--- src/design/pan_tilt_aim_solver_assert.svh ---
// ----------------------------------------------------------------------------
// pan_tilt_aim_solver assertion macros
// Property wrappers shared by the aim solver RTL; empty under synthesis.
// ----------------------------------------------------------------------------
`ifndef PAN_TILT_AIM_SOLVER_ASSERT_SVH
`define PAN_TILT_AIM_SOLVER_ASSERT_SVH
`ifndef SYNTHESIS
// same-cycle implication
`define PTAS_ASSERT_IMPLIES(label, clk, rst_n, ante, cons, msg) \
    label: assert property (@(posedge clk) disable iff (!rst_n) (ante) |-> (cons)) \
        else $error(msg);
// next-cycle implication
`define PTAS_ASSERT_NEXT(label, clk, rst_n, ante, cons, msg) \
    label: assert property (@(posedge clk) disable iff (!rst_n) (ante) |=> (cons)) \
        else $error(msg);
`else
`define PTAS_ASSERT_IMPLIES(label, clk, rst_n, ante, cons, msg)
`define PTAS_ASSERT_NEXT(label, clk, rst_n, ante, cons, msg)
`endif
`endif

--- src/design/ptas_pkg.sv ---
// ----------------------------------------------------------------------------
// ptas_pkg
// Widths, constants, register indexes and the arctangent table of the solver.
// ----------------------------------------------------------------------------
package ptas_pkg;

    // configuration port
    localparam int CFG_INDEX_W = 3;
    localparam int CFG_DATA_W  = 48;

    // datapath widths
    localparam int POS_W      = 16;   // Q0.16 position
    localparam int RANGE_W    = 10;   // range in degrees
    localparam int ORIENT_W   = 16;   // Q1.14 matrix entry
    localparam int NORM_BIT   = 39;   // normalized magnitude MSB
    localparam int NW         = 42;   // normalized vector component
    localparam int XW         = 46;   // CORDIC x / y
    localparam int ZW         = 27;   // angle, 2^-16 degree units
    localparam int NUM_W      = 26;   // divider numerator / quotient
    localparam int V_W        = 28;   // unclamped position
    localparam int GAIN_W     = 22;   // CORDIC gain, signed Q1.20
    localparam int SPLIT      = 21;   // partial product split point
    localparam int GAIN_FRAC  = 20;
    localparam int SUM_W      = 64;
    localparam int ATAN_W     = 22;

    localparam logic signed [ZW-1:0]     ANG_180  = 27'sd11796480;
    localparam logic signed [GAIN_W-1:0] GAIN_Q20 = 22'sd1726753;
    localparam logic signed [V_W-1:0]    POS_ONE  = 28'sd65536;
    localparam logic [POS_W-1:0]         POS_MAX  = 16'hFFFF;

    // register reset values
    localparam logic [CFG_DATA_W-1:0] ORIENT_ROW_0_RST = 48'h0000_0000_4000;
    localparam logic [CFG_DATA_W-1:0] ORIENT_ROW_1_RST = 48'h0000_4000_0000;
    localparam logic [CFG_DATA_W-1:0] ORIENT_ROW_2_RST = 48'h4000_0000_0000;
    localparam logic [RANGE_W-1:0]    PAN_RANGE_RST    = 10'd540;
    localparam logic [RANGE_W-1:0]    TILT_RANGE_RST   = 10'd270;
    localparam logic [31:0]           CENTER_RST       = 32'h8000_8000;

    // invert flag bits
    localparam int INV_PAN  = 0;
    localparam int INV_TILT = 1;

    typedef enum logic [CFG_INDEX_W-1:0] {
        REG_ORIENT_ROW_0,
        REG_ORIENT_ROW_1,
        REG_ORIENT_ROW_2,
        REG_FIXTURE_POSITION,
        REG_PAN_RANGE_DEG,
        REG_TILT_RANGE_DEG,
        REG_CENTER_POSITIONS,
        REG_INVERT_FLAGS
    } cfg_reg_t;

    // atan(2^-i) in 2^-16 degree units
    function automatic logic [ATAN_W-1:0] atan_units(input int unsigned idx);
        logic [ATAN_W-1:0] v;
        case (idx)
            0:       v = 22'd2949120;
            1:       v = 22'd1740967;
            2:       v = 22'd919879;
            3:       v = 22'd466945;
            4:       v = 22'd234379;
            5:       v = 22'd117304;
            6:       v = 22'd58666;
            7:       v = 22'd29335;
            8:       v = 22'd14668;
            9:       v = 22'd7334;
            10:      v = 22'd3667;
            11:      v = 22'd1833;
            12:      v = 22'd917;
            13:      v = 22'd458;
            14:      v = 22'd229;
            15:      v = 22'd115;
            16:      v = 22'd57;
            17:      v = 22'd29;
            18:      v = 22'd14;
            19:      v = 22'd7;
            20:      v = 22'd4;
            21:      v = 22'd2;
            22:      v = 22'd1;
            default: v = 22'd0;
        endcase
        return v;
    endfunction

endpackage

--- src/design/ptas_div_stage.sv ---
// ----------------------------------------------------------------------------
// ptas_div_stage
// One registered restoring-division step, resolving quotient bit BIT.
// ----------------------------------------------------------------------------
module ptas_div_stage #(
    parameter int BIT = 0
) (
    input  logic                             clk,
    input  logic                             en,
    input  logic [ptas_pkg::RANGE_W-1:0]     divisor,
    input  logic [ptas_pkg::NUM_W-1:0]       num_in,
    input  logic [ptas_pkg::RANGE_W-1:0]     rem_in,
    input  logic [ptas_pkg::NUM_W-1:0]       quo_in,
    output logic [ptas_pkg::NUM_W-1:0]       num_out,
    output logic [ptas_pkg::RANGE_W-1:0]     rem_out,
    output logic [ptas_pkg::NUM_W-1:0]       quo_out
);
    import ptas_pkg::*;

    logic [RANGE_W:0]   trial;
    logic [RANGE_W-1:0] rem_next, rem_reg;
    logic [NUM_W-1:0]   quo_next, quo_reg, num_reg;

    // shift in the next numerator bit, subtract when it fits
    always_comb
    begin
        trial    = {rem_in, num_in[BIT]};
        quo_next = quo_in;
        rem_next = trial[RANGE_W-1:0];
        if (trial >= {1'b0, divisor})
        begin
            rem_next      = RANGE_W'(trial - {1'b0, divisor});
            quo_next[BIT] = 1'b1;
        end
    end

    always_ff @(posedge clk)
    begin
        if (en)
        begin
            num_reg <= num_in;
            rem_reg <= rem_next;
            quo_reg <= quo_next;
        end
    end

    assign num_out = num_reg;
    assign rem_out = rem_reg;
    assign quo_out = quo_reg;

endmodule

--- config.mk ---
export PLATFORM = sky130hd
export DESIGN_NAME = ptas_div_stage
export DESIGN_NICKNAME = d
export VERILOG_FILES = /design/src/design/pan_tilt_aim_solver_assert.svh /design/src/design/ptas_pkg.sv /design/src/design/ptas_div_stage.sv
export SDC_FILE = /design/constraint.sdc
export NUM_CORES = 1
export LEC_CHECK = 0
export BUFFER_PORTS_ARGS = -buffer_cell sky130_fd_sc_hd__clkbuf_2
export CAP_MARGIN = 20
export CORE_MARGIN = 2
export CORE_UTILIZATION = 48
export CTS_CLUSTER_SIZE = 14
export DETAILED_ROUTE_END_ITERATION = 8
export HOLD_SLACK_MARGIN = 0.1
export PLACE_DENSITY_LB_ADDON = 0.25
export SLEW_MARGIN = 0
export SYNTH_ARGS = -nofsm -noshare
export SYNTH_HDL_FRONTEND = slang
export SYNTH_SLANG_ARGS = --single-unit
--- constraint.sdc ---
create_clock -name clk -period 6.5 [get_ports clk]
set_clock_uncertainty 0.05 [all_clocks]
set_input_delay 0.975 -clock clk [delete_from_list [all_inputs] [get_ports clk]]
set_output_delay 0.975 -clock clk [all_outputs]
set_load 0.01 [all_outputs]
==> impl_metrics.json <==
{
  "status": "finished clean",
  "cap_violations": 0,
  "crit_required_ps": 6520,
  "synth_top_cell_area_share": 0.742,
  "slew_violations": 0,
  "grt_max_degree": 63,
  "synth_top_family_by_area": "compound AO/OA/AOI/OAI gates",
  "route.vias.total": 1749,
  "switching_share": 0.232,
  "start_kind": "input port",
  "synth_compound_area_frac": 0.0648,
  "drc": 0,
  "htreeDepth": 3,
  "highest_layer": "met4",
  "max_freq_mhz": 364,
  "path_buf_inv": 2,
  "p_clk_frac": 0.356,
  "cts.path.max_buffers": 2,
  "drive_above_1_share": 0.540,
  "cp-end-kind": "flop",
  "cts_buffers": 9,
  "vias_per_cell": 4.70,
  "dp_hpwl_mm": 4.06,
  "power_density_nw_per_um2": 285,
  "post-route-period-util": 0.423,
  "seqCellArea_um2": 1860,
  "cts-root-buf": "clkbuf_8",
  "combPwrFrac": 0.150,
  "synth_nets": 236,
  "synth-simple-area-share": 0.0464,
  "initialDrtViolationCount": 61,
  "power_uw": 995,
  "synth_fa_ha_area_frac": 0.0578,
  "synth_area_leaders": "edfxtp_1, ha_1, inv_1, mux2_2, a21oi_1",
  "worstSetupPathType": "input port to flop",
  "crit_chain": "clkbuf_2, inv_1, ha_1, nand4_1, nor2_1, a21oi_1, a31oi_4, mux2_2",
  "start_util": 0.495,
  "tightest_slew_ps": 752,
  "grt_use_total": 0.183,
  "synth_xor_area_frac": 0.0174,
  "setup_violations": 0,
  "max-vdd-ir-drop_mv": 0.123,
  "wl_met3_um": 305,
  "yosysUniqueCellTypes": 30,
  "die_y_um": 76.3,
  "critPathTopFamily": "compound AO/OA/AOI/OAI gates",
  "cp.depth": 8,
  "gp_congestion": 0.809,
  "yosysSeqAreaShare": 0.742,
  "internal_power_uw": 764,
  "synth_area_um2": 2510,
  "first_global_vias": 1675,
  "setup_tns_ps": 0,
  "overflow": 0,
  "clk_pin_slew_worst_paths_ps": 70,
  "finalCriticalPeriod_ps": 2750,
  "finalHoldViolations": 0,
  "slowest_stage": "ha_1",
  "synth_cells": 151,
  "ctsHoldBuffers": 0,
  "num-fill-cells": 386,
  "postRouteAntennaNets": 0,
  "die_w_um": 76.3,
  "ctsResizeCount": 0,
  "num_antenna_cells": 0,
  "routedWlPerCell_um": 14.0,
  "synth.avg_cell_area_um2": 16.6,
  "multi_input_comb_area_um2": 576,
  "p_seq_frac": 0.494,
  "ys_ff_latch": 62,
  "route.met2.wl_mm": 2.67,
  "yosys_warnings": 0,
  "core_area_um2": 5070,
  "hp-class": "input port to flop",
  "cts_setup_buffers": 0,
  "ios": 136,
  "timing.slew.headroom": 0.498,
  "p_leak_nw": 1.60,
  "first_pass_iters": 4,
  "worstSetupStartpoint": "divisor[5]",
  "cts_tree": "yes",
  "cts.sinks": 62,
  "drt-met1-wl_mm": 2.07,
  "synth_top_cell_by_area": "edfxtp_1",
  "cp_slowest_stage_delay_ps": 430,
  "antenna_found_initial": 0,
  "crit_arrival_ps": 2770,
  "row_count": 26,
  "crit_fanout": 10,
  "rsz0062_at_grt": "no",
  "synthMuxAreaShare": 0.0429,
  "nets": 382,
  "p_sw_uw": 230,
  "syn_to_final_growth_pct": 39.0,
  "drt-total-wl_mm": 5.20,
  "grt_pass1_wl_mm": 8.10,
  "worstSetupEndpoint": "rem_out[6]",
  "portBuffers": 135,
  "die-area_um2": 5820
}
-- cell usage after synthesis (all sizes together) --
cell type / instances
or4b: 1
or2: 2
a21boi: 1
a211oi: 1
nand3: 3
a221oi: 1
nand2: 2
edfxtp: 62
fa: 1
nor3: 2
a31o: 1
nor2: 6
o211ai: 2
nand4: 2
a31oi: 2
o21ai: 2
o2111ai: 2
buf: 1
inv: 18
ha: 10
nand2b: 3
mux2: 6
a21oi: 10
xor2: 3
mux2i: 4
xnor2: 2
or4: 1
-- cells by family (layout without fill, tap and decap cells) --
group                      Yosys count  after routing
AOI/OAI and AO/OA                   22             22
and+or+nand+nor                     22             22
adders and majority gates           11             11
buffers and inverters               19            170
DFF                                 62             62
xor gates and xnor gates             5              5
muxes                               10             10
-- sequential cells by signal, indices dropped and copies added, names as in the netlist --
| name | cells |
|---|---|
| num_out | 26 |
| quo_out | 26 |
| rem_out | 10 |
-- layer usage --
layer	track usage	vias to the layer above
met5	0	-
met4	0.104	0
met3	0.0438	15
met2	0.313	88
met1	0.210	788
li1	-	858
-- power by group through the flow --
stage | clock (mW) | combinational (mW) | sequential [mW]
final | 0.354 | 0.149 | 0.492
after global routing | 0.378 | 0.163 | 0.495
after CTS | 0.363 | 0.150 | 0.492
after detailed placement | 0 | 0.150 | 0.501
after global placement | 0 | 0.147 | 0.499
after floorplan | 0 | 0.0539 | 0.521
-- worst min-delay path by stage --
| stage | start | end | slack [ps] | cells past startpoint |
|---|---|---|---|---|
| after global routing | quo_in[23] | quo_out[23] | 760 | 1 |
| final | num_in[24] | num_out[24] | 780 | 1 |
| after CTS | quo_in[8] | quo_out[8] | 760 | 1 |
| after floorplan | num_in[0] | num_out[0] | 1020 | 0 |
| after detailed placement | num_in[16] | num_out[16] | 1100 | 1 |
| after global placement | num_in[10] | num_out[10] | 1100 | 1 |
-- final cells by class --
cell class	count	share of cell area
multi-input cells	70	0.165
repair buffers	136	0.196
clock inverters	7	0.0255
flip-flops and latches	62	0.534
inverters	18	0.0194
well taps	70	0.0251
clock buffers	9	0.0355
-- stage by stage --
step	hold WS, ps	std cells	setup slack, ps	instance area [um^2]	utilization
after global routing	759	372	3590	3490	0.687
after detailed placement	1100	356	3440	3280	0.645
final	776	372	3750	3490	0.687
after floorplan	1020	151	3710	2510	-
after CTS	756	372	3780	3490	0.687
after global placement	1100	356	3490	3280	0.645
-- layout by cell type, fill, tap and decap left out, types with 2 or more instances in the layout --
cell       instances
xor2_1             3
o21ai_0            2
or2_2              2
nor2_1             6
a21oi_1            9
clkbuf_2         135
bufinv_16          2
inv_1             18
nand2b_1           3
o211ai_1           2
nand2_1            2
nor3_1             2
nand3_1            3
clkinv_1           2
clkbuf_8           9
mux2i_1            4
ha_1              10
mux2_2             6
edfxtp_1          62
xnor2_1            2
nand4_1            2
Power figures use the tool's default switching activity.
