<file path="config.mk">
export PLATFORM = sky130hd
export DESIGN_NAME = ptas_cordic_stage
export DESIGN_NICKNAME = d
export VERILOG_FILES = /design/src/design/pan_tilt_aim_solver_assert.svh /design/src/design/ptas_pkg.sv /design/src/design/ptas_cordic_stage.sv
export SDC_FILE = /design/constraint.sdc
export NUM_CORES = 1
export LEC_CHECK = 0
export BUFFER_PORTS_ARGS = -buffer_cell sky130_fd_sc_hd__buf_2
export CAP_MARGIN = 0
export CORE_ASPECT_RATIO = 1.4
export CORE_UTILIZATION = 40
export CTS_CLUSTER_SIZE = 28
export DETAILED_ROUTE_END_ITERATION = 10
export HOLD_SLACK_MARGIN = 0.06
export MAX_ROUTING_LAYER = met4
export PLACE_DENSITY_LB_ADDON = 0.05
export SLEW_MARGIN = 20
export SYNTH_ARGS = -nofsm -noshare
export SYNTH_HDL_FRONTEND = slang
export SYNTH_SLANG_ARGS = --single-unit
</file>
<file path="constraint.sdc">
create_clock -name clk -period 4.5 [get_ports clk]
set_clock_uncertainty 0.1 [all_clocks]
set_input_delay 0.45 -clock clk [delete_from_list [all_inputs] [get_ports clk]]
set_output_delay 0.45 -clock clk [all_outputs]
set_load 0.005 [all_outputs]
</file>
<file path="src/design/pan_tilt_aim_solver_assert.svh">
// ----------------------------------------------------------------------------
// pan_tilt_aim_solver assertion macros
// Property wrappers shared by the aim solver RTL; empty under synthesis.
// ----------------------------------------------------------------------------
`ifndef PAN_TILT_AIM_SOLVER_ASSERT_SVH
`define PAN_TILT_AIM_SOLVER_ASSERT_SVH
`ifndef SYNTHESIS
// same-cycle implication
`define PTAS_ASSERT_IMPLIES(label, clk, rst_n, ante, cons, msg) \
    label: assert property (@(posedge clk) disable iff (!rst_n) (ante) |-> (cons)) \
        else $error(msg);
// next-cycle implication
`define PTAS_ASSERT_NEXT(label, clk, rst_n, ante, cons, msg) \
    label: assert property (@(posedge clk) disable iff (!rst_n) (ante) |=> (cons)) \
        else $error(msg);
`else
`define PTAS_ASSERT_IMPLIES(label, clk, rst_n, ante, cons, msg)
`define PTAS_ASSERT_NEXT(label, clk, rst_n, ante, cons, msg)
`endif
`endif

</file>
<file path="src/design/ptas_pkg.sv">
// ----------------------------------------------------------------------------
// ptas_pkg
// Widths, constants, register indexes and the arctangent table of the solver.
// ----------------------------------------------------------------------------
package ptas_pkg;

    // configuration port
    localparam int CFG_INDEX_W = 3;
    localparam int CFG_DATA_W  = 48;

    // datapath widths
    localparam int POS_W      = 16;   // Q0.16 position
    localparam int RANGE_W    = 10;   // range in degrees
    localparam int ORIENT_W   = 16;   // Q1.14 matrix entry
    localparam int NORM_BIT   = 39;   // normalized magnitude MSB
    localparam int NW         = 42;   // normalized vector component
    localparam int XW         = 46;   // CORDIC x / y
    localparam int ZW         = 27;   // angle, 2^-16 degree units
    localparam int NUM_W      = 26;   // divider numerator / quotient
    localparam int V_W        = 28;   // unclamped position
    localparam int GAIN_W     = 22;   // CORDIC gain, signed Q1.20
    localparam int SPLIT      = 21;   // partial product split point
    localparam int GAIN_FRAC  = 20;
    localparam int SUM_W      = 64;
    localparam int ATAN_W     = 22;

    localparam logic signed [ZW-1:0]     ANG_180  = 27'sd11796480;
    localparam logic signed [GAIN_W-1:0] GAIN_Q20 = 22'sd1726753;
    localparam logic signed [V_W-1:0]    POS_ONE  = 28'sd65536;
    localparam logic [POS_W-1:0]         POS_MAX  = 16'hFFFF;

    // register reset values
    localparam logic [CFG_DATA_W-1:0] ORIENT_ROW_0_RST = 48'h0000_0000_4000;
    localparam logic [CFG_DATA_W-1:0] ORIENT_ROW_1_RST = 48'h0000_4000_0000;
    localparam logic [CFG_DATA_W-1:0] ORIENT_ROW_2_RST = 48'h4000_0000_0000;
    localparam logic [RANGE_W-1:0]    PAN_RANGE_RST    = 10'd540;
    localparam logic [RANGE_W-1:0]    TILT_RANGE_RST   = 10'd270;
    localparam logic [31:0]           CENTER_RST       = 32'h8000_8000;

    // invert flag bits
    localparam int INV_PAN  = 0;
    localparam int INV_TILT = 1;

    typedef enum logic [CFG_INDEX_W-1:0] {
        REG_ORIENT_ROW_0,
        REG_ORIENT_ROW_1,
        REG_ORIENT_ROW_2,
        REG_FIXTURE_POSITION,
        REG_PAN_RANGE_DEG,
        REG_TILT_RANGE_DEG,
        REG_CENTER_POSITIONS,
        REG_INVERT_FLAGS
    } cfg_reg_t;

    // atan(2^-i) in 2^-16 degree units
    function automatic logic [ATAN_W-1:0] atan_units(input int unsigned idx);
        logic [ATAN_W-1:0] v;
        case (idx)
            0:       v = 22'd2949120;
            1:       v = 22'd1740967;
            2:       v = 22'd919879;
            3:       v = 22'd466945;
            4:       v = 22'd234379;
            5:       v = 22'd117304;
            6:       v = 22'd58666;
            7:       v = 22'd29335;
            8:       v = 22'd14668;
            9:       v = 22'd7334;
            10:      v = 22'd3667;
            11:      v = 22'd1833;
            12:      v = 22'd917;
            13:      v = 22'd458;
            14:      v = 22'd229;
            15:      v = 22'd115;
            16:      v = 22'd57;
            17:      v = 22'd29;
            18:      v = 22'd14;
            19:      v = 22'd7;
            20:      v = 22'd4;
            21:      v = 22'd2;
            22:      v = 22'd1;
            default: v = 22'd0;
        endcase
        return v;
    endfunction

endpackage

</file>
<file path="src/design/ptas_cordic_stage.sv">
// ----------------------------------------------------------------------------
// ptas_cordic_stage
// One registered vectoring CORDIC micro-rotation, shift fixed by STAGE.
// ----------------------------------------------------------------------------
module ptas_cordic_stage #(
    parameter int STAGE = 0
) (
    input  logic                         clk,
    input  logic                         en,
    input  logic signed [ptas_pkg::XW-1:0] x_in,
    input  logic signed [ptas_pkg::XW-1:0] y_in,
    input  logic signed [ptas_pkg::ZW-1:0] z_in,
    output logic signed [ptas_pkg::XW-1:0] x_out,
    output logic signed [ptas_pkg::XW-1:0] y_out,
    output logic signed [ptas_pkg::ZW-1:0] z_out
);
    import ptas_pkg::*;

    logic signed [XW-1:0] x_sh;
    logic signed [XW-1:0] y_sh;
    logic signed [ZW-1:0] ang;
    logic signed [XW-1:0] x_next, y_next, x_reg, y_reg;
    logic signed [ZW-1:0] z_next, z_reg;

    // rotate toward y = 0; no rotation when y is already zero
    always_comb
    begin
        x_sh   = x_in >>> STAGE;
        y_sh   = y_in >>> STAGE;
        ang    = signed'(ZW'(atan_units(STAGE)));
        x_next = x_in;
        y_next = y_in;
        z_next = z_in;
        if (y_in > 0)
        begin
            x_next = x_in + y_sh;
            y_next = y_in - x_sh;
            z_next = z_in + ang;
        end
        else if (y_in < 0)
        begin
            x_next = x_in - y_sh;
            y_next = y_in + x_sh;
            z_next = z_in - ang;
        end
    end

    always_ff @(posedge clk)
    begin
        if (en)
        begin
            x_reg <= x_next;
            y_reg <= y_next;
            z_reg <= z_next;
        end
    end

    assign x_out = x_reg;
    assign y_out = y_reg;
    assign z_out = z_reg;

endmodule

</file>
==> flow_summary_export.csv, run 1 <==
group,metric,value,unit
clocking,cts_made_buffers,17,
synthesis,synth-seq-area-share,27.6,%
floorplan,rows,77,
detailed_routing,viasPerCell,5.98,
detailed_routing,wl_per_cell,24.3,um
power,peakVddDrop,0.000264,V
floorplan,fp.dieW,154,um
global_routing,grt_max_degree,55,
power,p_leak,6.81,nW
timing,fin_crit,3880,ps
global_routing,grt_overflow,0,
timing,slew_headroom,38.7,%
timing,holdWs,71.1,ps
critical_path,crit_required,4590,ps
timing,setup_viol,0,
final_layout,n_antenna_cell,0,
timing,max_freq,0.258,GHz
synthesis,synth_enable_flop_cells,119,
floorplan,dieHeight,215,um
floorplan,ios,240,
global_routing,antenna_found_initial,0,
detailed_routing,vias,13300,
detailed_routing,finalWirelength,54100,um
synthesis,syn_area_per_cell,8.22,um2
synthesis,synthTopCellsByArea,"edfxtp_1 (28%), ha_1 (13%), a21oi_1 (6.2%), xnor2_1 (6.0%), o21ai_0 (4.9%)",
global_routing,grt_pass1_vias,13400,
final_layout,syn_to_final_growth,19.3,%
clocking,htree_levels,4,
hold_path,min_path_type,"in -> reg",
power,power.share.combinational,38.7,%
hold_path,holdPathEnd,"z_out[4]",
synthesis,ys_async_sr_fraction,0,%
critical_path,start_kind,"input port",
power,total_power,4.87,mW
timing,worst_pin_slew,911,ps
clocking,cts_root_buffer,"clkbuf_16",
power,p_clk_share,31.1,%
floorplan,start_util,40.8,%
critical_path,critPathKind,"in -> reg",
power,intPower,3.06,mW
floorplan,die_area,33100,um2
final_layout,register_area,3570,um2
synthesis,ys_seq_elements,119,
clocking,clock_path_buffers,2,
power,switching_share,37.1,%
critical_path,cp.arrival,3970,ps
global_routing,grt_use_total,33.6,%
detailed_routing,drt_iter0_markers,901,
synthesis,syn_inst,1575,
synthesis,synth_top_area_cell,"edfxtp_1",
final_layout,multi_input_area,8490,um2
synthesis,syn_nets,1836,
power,cellPowerDensity,315,nW/um2
clocking,cts_resized,0,
global_routing,grt_pass1_wl,80200,um
detailed_routing,drcViolationCount,0,
job,drv_cap,0,
detailed_routing,ant_nets,0,
critical_path,cp_max_fo,12,
clocking,cts_setup_buffers,0,
outcome,outcome,"completed",
hold_path,min_path_cells,1,
clocking,cts_tree,"yes",
place,dp_hpwl,42900,um
timing,rsz0062_at_grt,"no",
final_layout,fillers,3223,
timing,drv_slew,0,
critical_path,end_kind,"register",
place,numPortBuffers,239,
final_layout,final_cell_mix,"buf_2 (238), a21oi_1 (161), inv_1 (141)",
synthesis,synthFlopType,"edfxtp_1",
power,power_switching,1.80,mW
final_layout,final_common_cell,"buf_2",
detailed_routing,dr.pass1.iters,5,
timing,hold_viol,0,
hold_path,worstHoldStart,"z_in[4]",
timing,setup_tns,0,ps
synthesis,yosysWarnings,0,
final_layout,fin_nets,2075,
power,seq_power_share,30.2,%
synthesis,yosys.cell_types.count,95,
clocking,clkTransAtPathRegs,60,ps
clocking,cts_num_sinks,119,
timing,period_share,86.2,%
floorplan,core-area,31700,um2
synthesis,synth_top_cell_area_share,27.6,%
place,gp_congestion,1.03,
final_layout,drive_above_1_share,19.9,%
synthesis,syn-cell-area,12900,um2
[worst max-delay path, cell delays in order]
cell      delay, ps
buf_2           110
inv_1            40
ha_1            440
nor2b_1         230
o31ai_2         270
a21oi_1         170
o21ai_0         510
o21ai_1         110
buf_4           180
a21boi_1        490
o21ai_1         290
a21oi_1         240
xnor2_1          80
a221o_1         340
[repair_timing]
item / in CTS / in global routing
endpoints found under the setup margin: 0 / 0
hold endpoints to repair: 12 / 0
hold buffers: 12 / 0
[cells in the mapped netlist (16+ instances only)]
| cell | n |
|---|---|
| a22oi_1 | 23 |
| ha_1 | 137 |
| nor2_1 | 118 |
| nor4_1 | 19 |
| edfxtp_1 | 119 |
| nand2b_1 | 16 |
| xnor2_1 | 89 |
| nand3_1 | 20 |
| nor3_1 | 29 |
| buf_2 | 18 |
| clkbuf_1 | 48 |
| o21ai_0 | 126 |
| inv_1 | 142 |
| a21oi_1 | 161 |
| a21o_1 | 39 |
| nand2_1 | 110 |
| a221oi_1 | 18 |
| a31oi_1 | 18 |
| nor2b_1 | 20 |
| o21bai_1 | 25 |
[through the flow]
step / setup slack (ps) / std cells / area [um2] / utilization (%)
final: 620 / 2222 / 15400 / 48.7
after floorplan: 1090 / 1575 / 12900 / -
after CTS: 736 / 2222 / 15400 / 48.7
after detailed placement: 267 / 2178 / 14700 / 46.3
after global routing: 498 / 2222 / 15400 / 48.7
after global placement: 256 / 2178 / 14700 / 46.3
[power by group through the flow]
stage          Clock [mW]  Sequential (mW)  Combinational (mW)
6_report             1.52             1.47                1.88
2_1_floorplan           0             1.51                1.08
3_3_place_gp            0             1.49                1.85
3_5_place_dp            0             1.49                1.84
5_1_grt              1.57             1.48                2.03
4_1_cts              1.54             1.47                1.86
[registers in the layout, summed over array words and instances (netlist names)]
signal,count
x_out,46
z_out,27
y_out,46
[cells by family after synthesis]
kind of cell	count (synthesis)	share of synthesized area (%)
XOR/XNOR	104	7.04
AND/OR/NAND/NOR	395	14.6
flip-flops	119	27.6
multiplexers	4	0.329
AO/OA/AOI/OAI	586	29.9
buffers and inverters	227	6.88
adder cells (fa/ha/maj)	140	13.7
[how the worst max path moves through the flow]
stage | startpoint | to | slack [ps]
finish | x_in[2] | x_out[30] | 620
global route | x_in[0] | x_out[40] | 500
CTS | x_in[2] | x_out[30] | 740
detailed placement | x_in[2] | x_out[30] | 270
global placement | x_in[2] | x_out[30] | 260
floorplan | x_in[0] | x_out[40] | 1090
[routing by layer]
layer	wire [um]	global-route usage, %
met5	0	-
met4	3530	21.8
met3	2290	4.11
met2	28400	60.8
met1	19900	33.9
[cell type report]
type                    instances  share of cell area [%]
repair buffers                299                    11.0
clock inverters                14                    1.30
well taps                     395                    3.20
inverters                     148                    3.60
clock buffers                  18                    2.78
flip-flops and latches        119                    23.1
multi-input cells            1229                    55.0
No activity file was read; power rests on OpenSTA's default activity.
==> inputs of run 2 (changes only) <==
Settings changed: CTS_BUF_LIST set to sky130_fd_sc_hd__clkbuf_16.
==> run 2 against run 1 <==
- design area unchanged
- fmax about the same
- hold slack worse by 1.9 ps
- utilization unchanged
- setup slack better by 1.2 ps
- wire length about the same
- critical path depth unchanged
- first-iteration DRC count unchanged
- cell count unchanged
- critical path type unchanged
- critical endpoint unchanged
- highest routed layer unchanged
==> flow_summary_export.csv, run 2 (same netlist as run 1, synthesis figures left out) <==
group,metric,value,unit
place,gp_congestion,1.03,
clocking,clock_path_buffers,2,
final_layout,final_common_cell,"buf_2",
detailed_routing,ant_nets,0,
hold_path,worstHoldStart,"z_in[4]",
clocking,cts_setup_buffers,0,
place,numPortBuffers,239,
clocking,cts_tree,"yes",
power,peakVddDrop,0.000265,V
power,p_leak,6.81,nW
timing,slew_headroom,38.7,%
detailed_routing,wl_per_cell,24.4,um
floorplan,die_area,33100,um2
timing,rsz0062_at_grt,"no",
detailed_routing,finalWirelength,54100,um
critical_path,start_kind,"input port",
clocking,cts_num_sinks,119,
timing,setup_tns,0,ps
critical_path,end_kind,"register",
final_layout,fin_nets,2075,
timing,holdWs,69.2,ps
hold_path,min_path_type,"in -> reg",
global_routing,grt_max_degree,55,
outcome,outcome,"completed",
final_layout,stdcell_count,2222,
power,cellPowerDensity,315,nW/um2
detailed_routing,drcViolationCount,0,
floorplan,fp.dieW,154,um
hold_path,holdPathEnd,"z_out[4]",
detailed_routing,drt_iter0_markers,901,
final_layout,finish.utilization,48.7,%
detailed_routing,dr.pass1.iters,6,
timing,max_freq,0.258,GHz
final_layout,final_cell_mix,"buf_2 (238), a21oi_1 (161), inv_1 (142)",
global_routing,antenna_found_initial,0,
critical_path,crit_required,4590,ps
floorplan,rows,77,
detailed_routing,viasPerCell,5.98,
global_routing,grt_pass1_wl,80200,um
hold_path,min_path_cells,1,
clocking,cts_resized,0,
global_routing,grt_pass1_vias,13400,
timing,drv_slew,0,
clocking,cts_made_buffers,17,
clocking,clkTransAtPathRegs,60,ps
critical_path,critPathKind,"in -> reg",
clocking,htree_levels,4,
final_layout,n_antenna_cell,0,
floorplan,core-area,31700,um2
detailed_routing,vias,13300,
critical_path,cp_max_fo,12,
critical_path,cp.arrival,3970,ps
final_layout,drive_above_1_share,19.9,%
floorplan,ios,240,
clocking,cts_root_buffer,"clkbuf_16",
global_routing,grt_overflow,0,
timing,period_share,86.2,%
place,dp_hpwl,42900,um
timing,hold_viol,0,
job,drv_cap,0,
floorplan,dieHeight,215,um
timing,worst_pin_slew,911,ps
floorplan,start_util,40.8,%
global_routing,grt_use_total,33.6,%
place,placedCellCount,2178,
timing,fin_crit,3880,ps
timing,setup_viol,0,
final_layout,syn_to_final_growth,19.3,%
-- run 2: per-layer routing --
layer | vias up | track usage, % | wire [um] | part of all wire, %
met5 | - | - | 0 | 0
met2 | 545 | 60.8 | 28400 | 52
met1 | 6345 | 33.9 | 20000 | 37
met4 | 0 | 21.8 | 3540 | 6.5
li1 | 6232 | - | - | -
met3 | 168 | 4.11 | 2280 | 4.2
-- run 2: critical path, cell delays in order --
cell      delay [ps]
buf_2            110
inv_1             40
ha_1             440
nor2b_1          230
o31ai_2          270
a21oi_1          170
o21ai_0          510
o21ai_1          110
buf_4            180
a21boi_1         490
o21ai_1          290
a21oi_1          240
xnor2_1           80
a221o_1          340
-- run 2: timing repair --
item | 4_1_cts | 5_1_grt
setup endpoints to repair | 0 | 0
hold buffers | 12 | 0
endpoints found under the hold margin | 12 | 0
-- run 2: power breakdown --
part	internal [mW]	switching, mW	total (mW)	leakage [nW]
logic	0.708	1.18	1.88	5.34
registers	1.43	0.0433	1.47	1.16
clock network	0.929	0.587	1.52	0.307
total	3.06	1.81	4.87	6.81
-- run 2: layout make-up --
type	instances	area (um2)
fill	3223	16300
inverter	148	556
multi-input combinational	1229	8490
sequential	119	3570
clock buffer	17	425
clock inverter	15	204
timing repair buffer	299	1690
tap	395	494
-- run 2: how the worst max path moves through the flow --
stage / endpoint / slack [ps] / startpoint
6_report: x_out[30] / 620 / x_in[2]
5_1_grt: x_out[40] / 500 / x_in[0]
4_1_cts: x_out[30] / 740 / x_in[2]
3_5_place_dp: x_out[30] / 270 / x_in[2]
3_3_place_gp: x_out[30] / 260 / x_in[2]
2_1_floorplan: x_out[40] / 1090 / x_in[0]
-- run 2: stage by stage --
step | worst slack, ps | total power, mW | instance area, um2
finish | 621 | 4.87 | 15400
global route | 498 | 5.08 | 15400
CTS | 736 | 4.87 | 15400
detailed placement | 267 | 3.33 | 14700
global placement | 256 | 3.35 | 14700
floorplan | 1090 | 2.59 | 12900
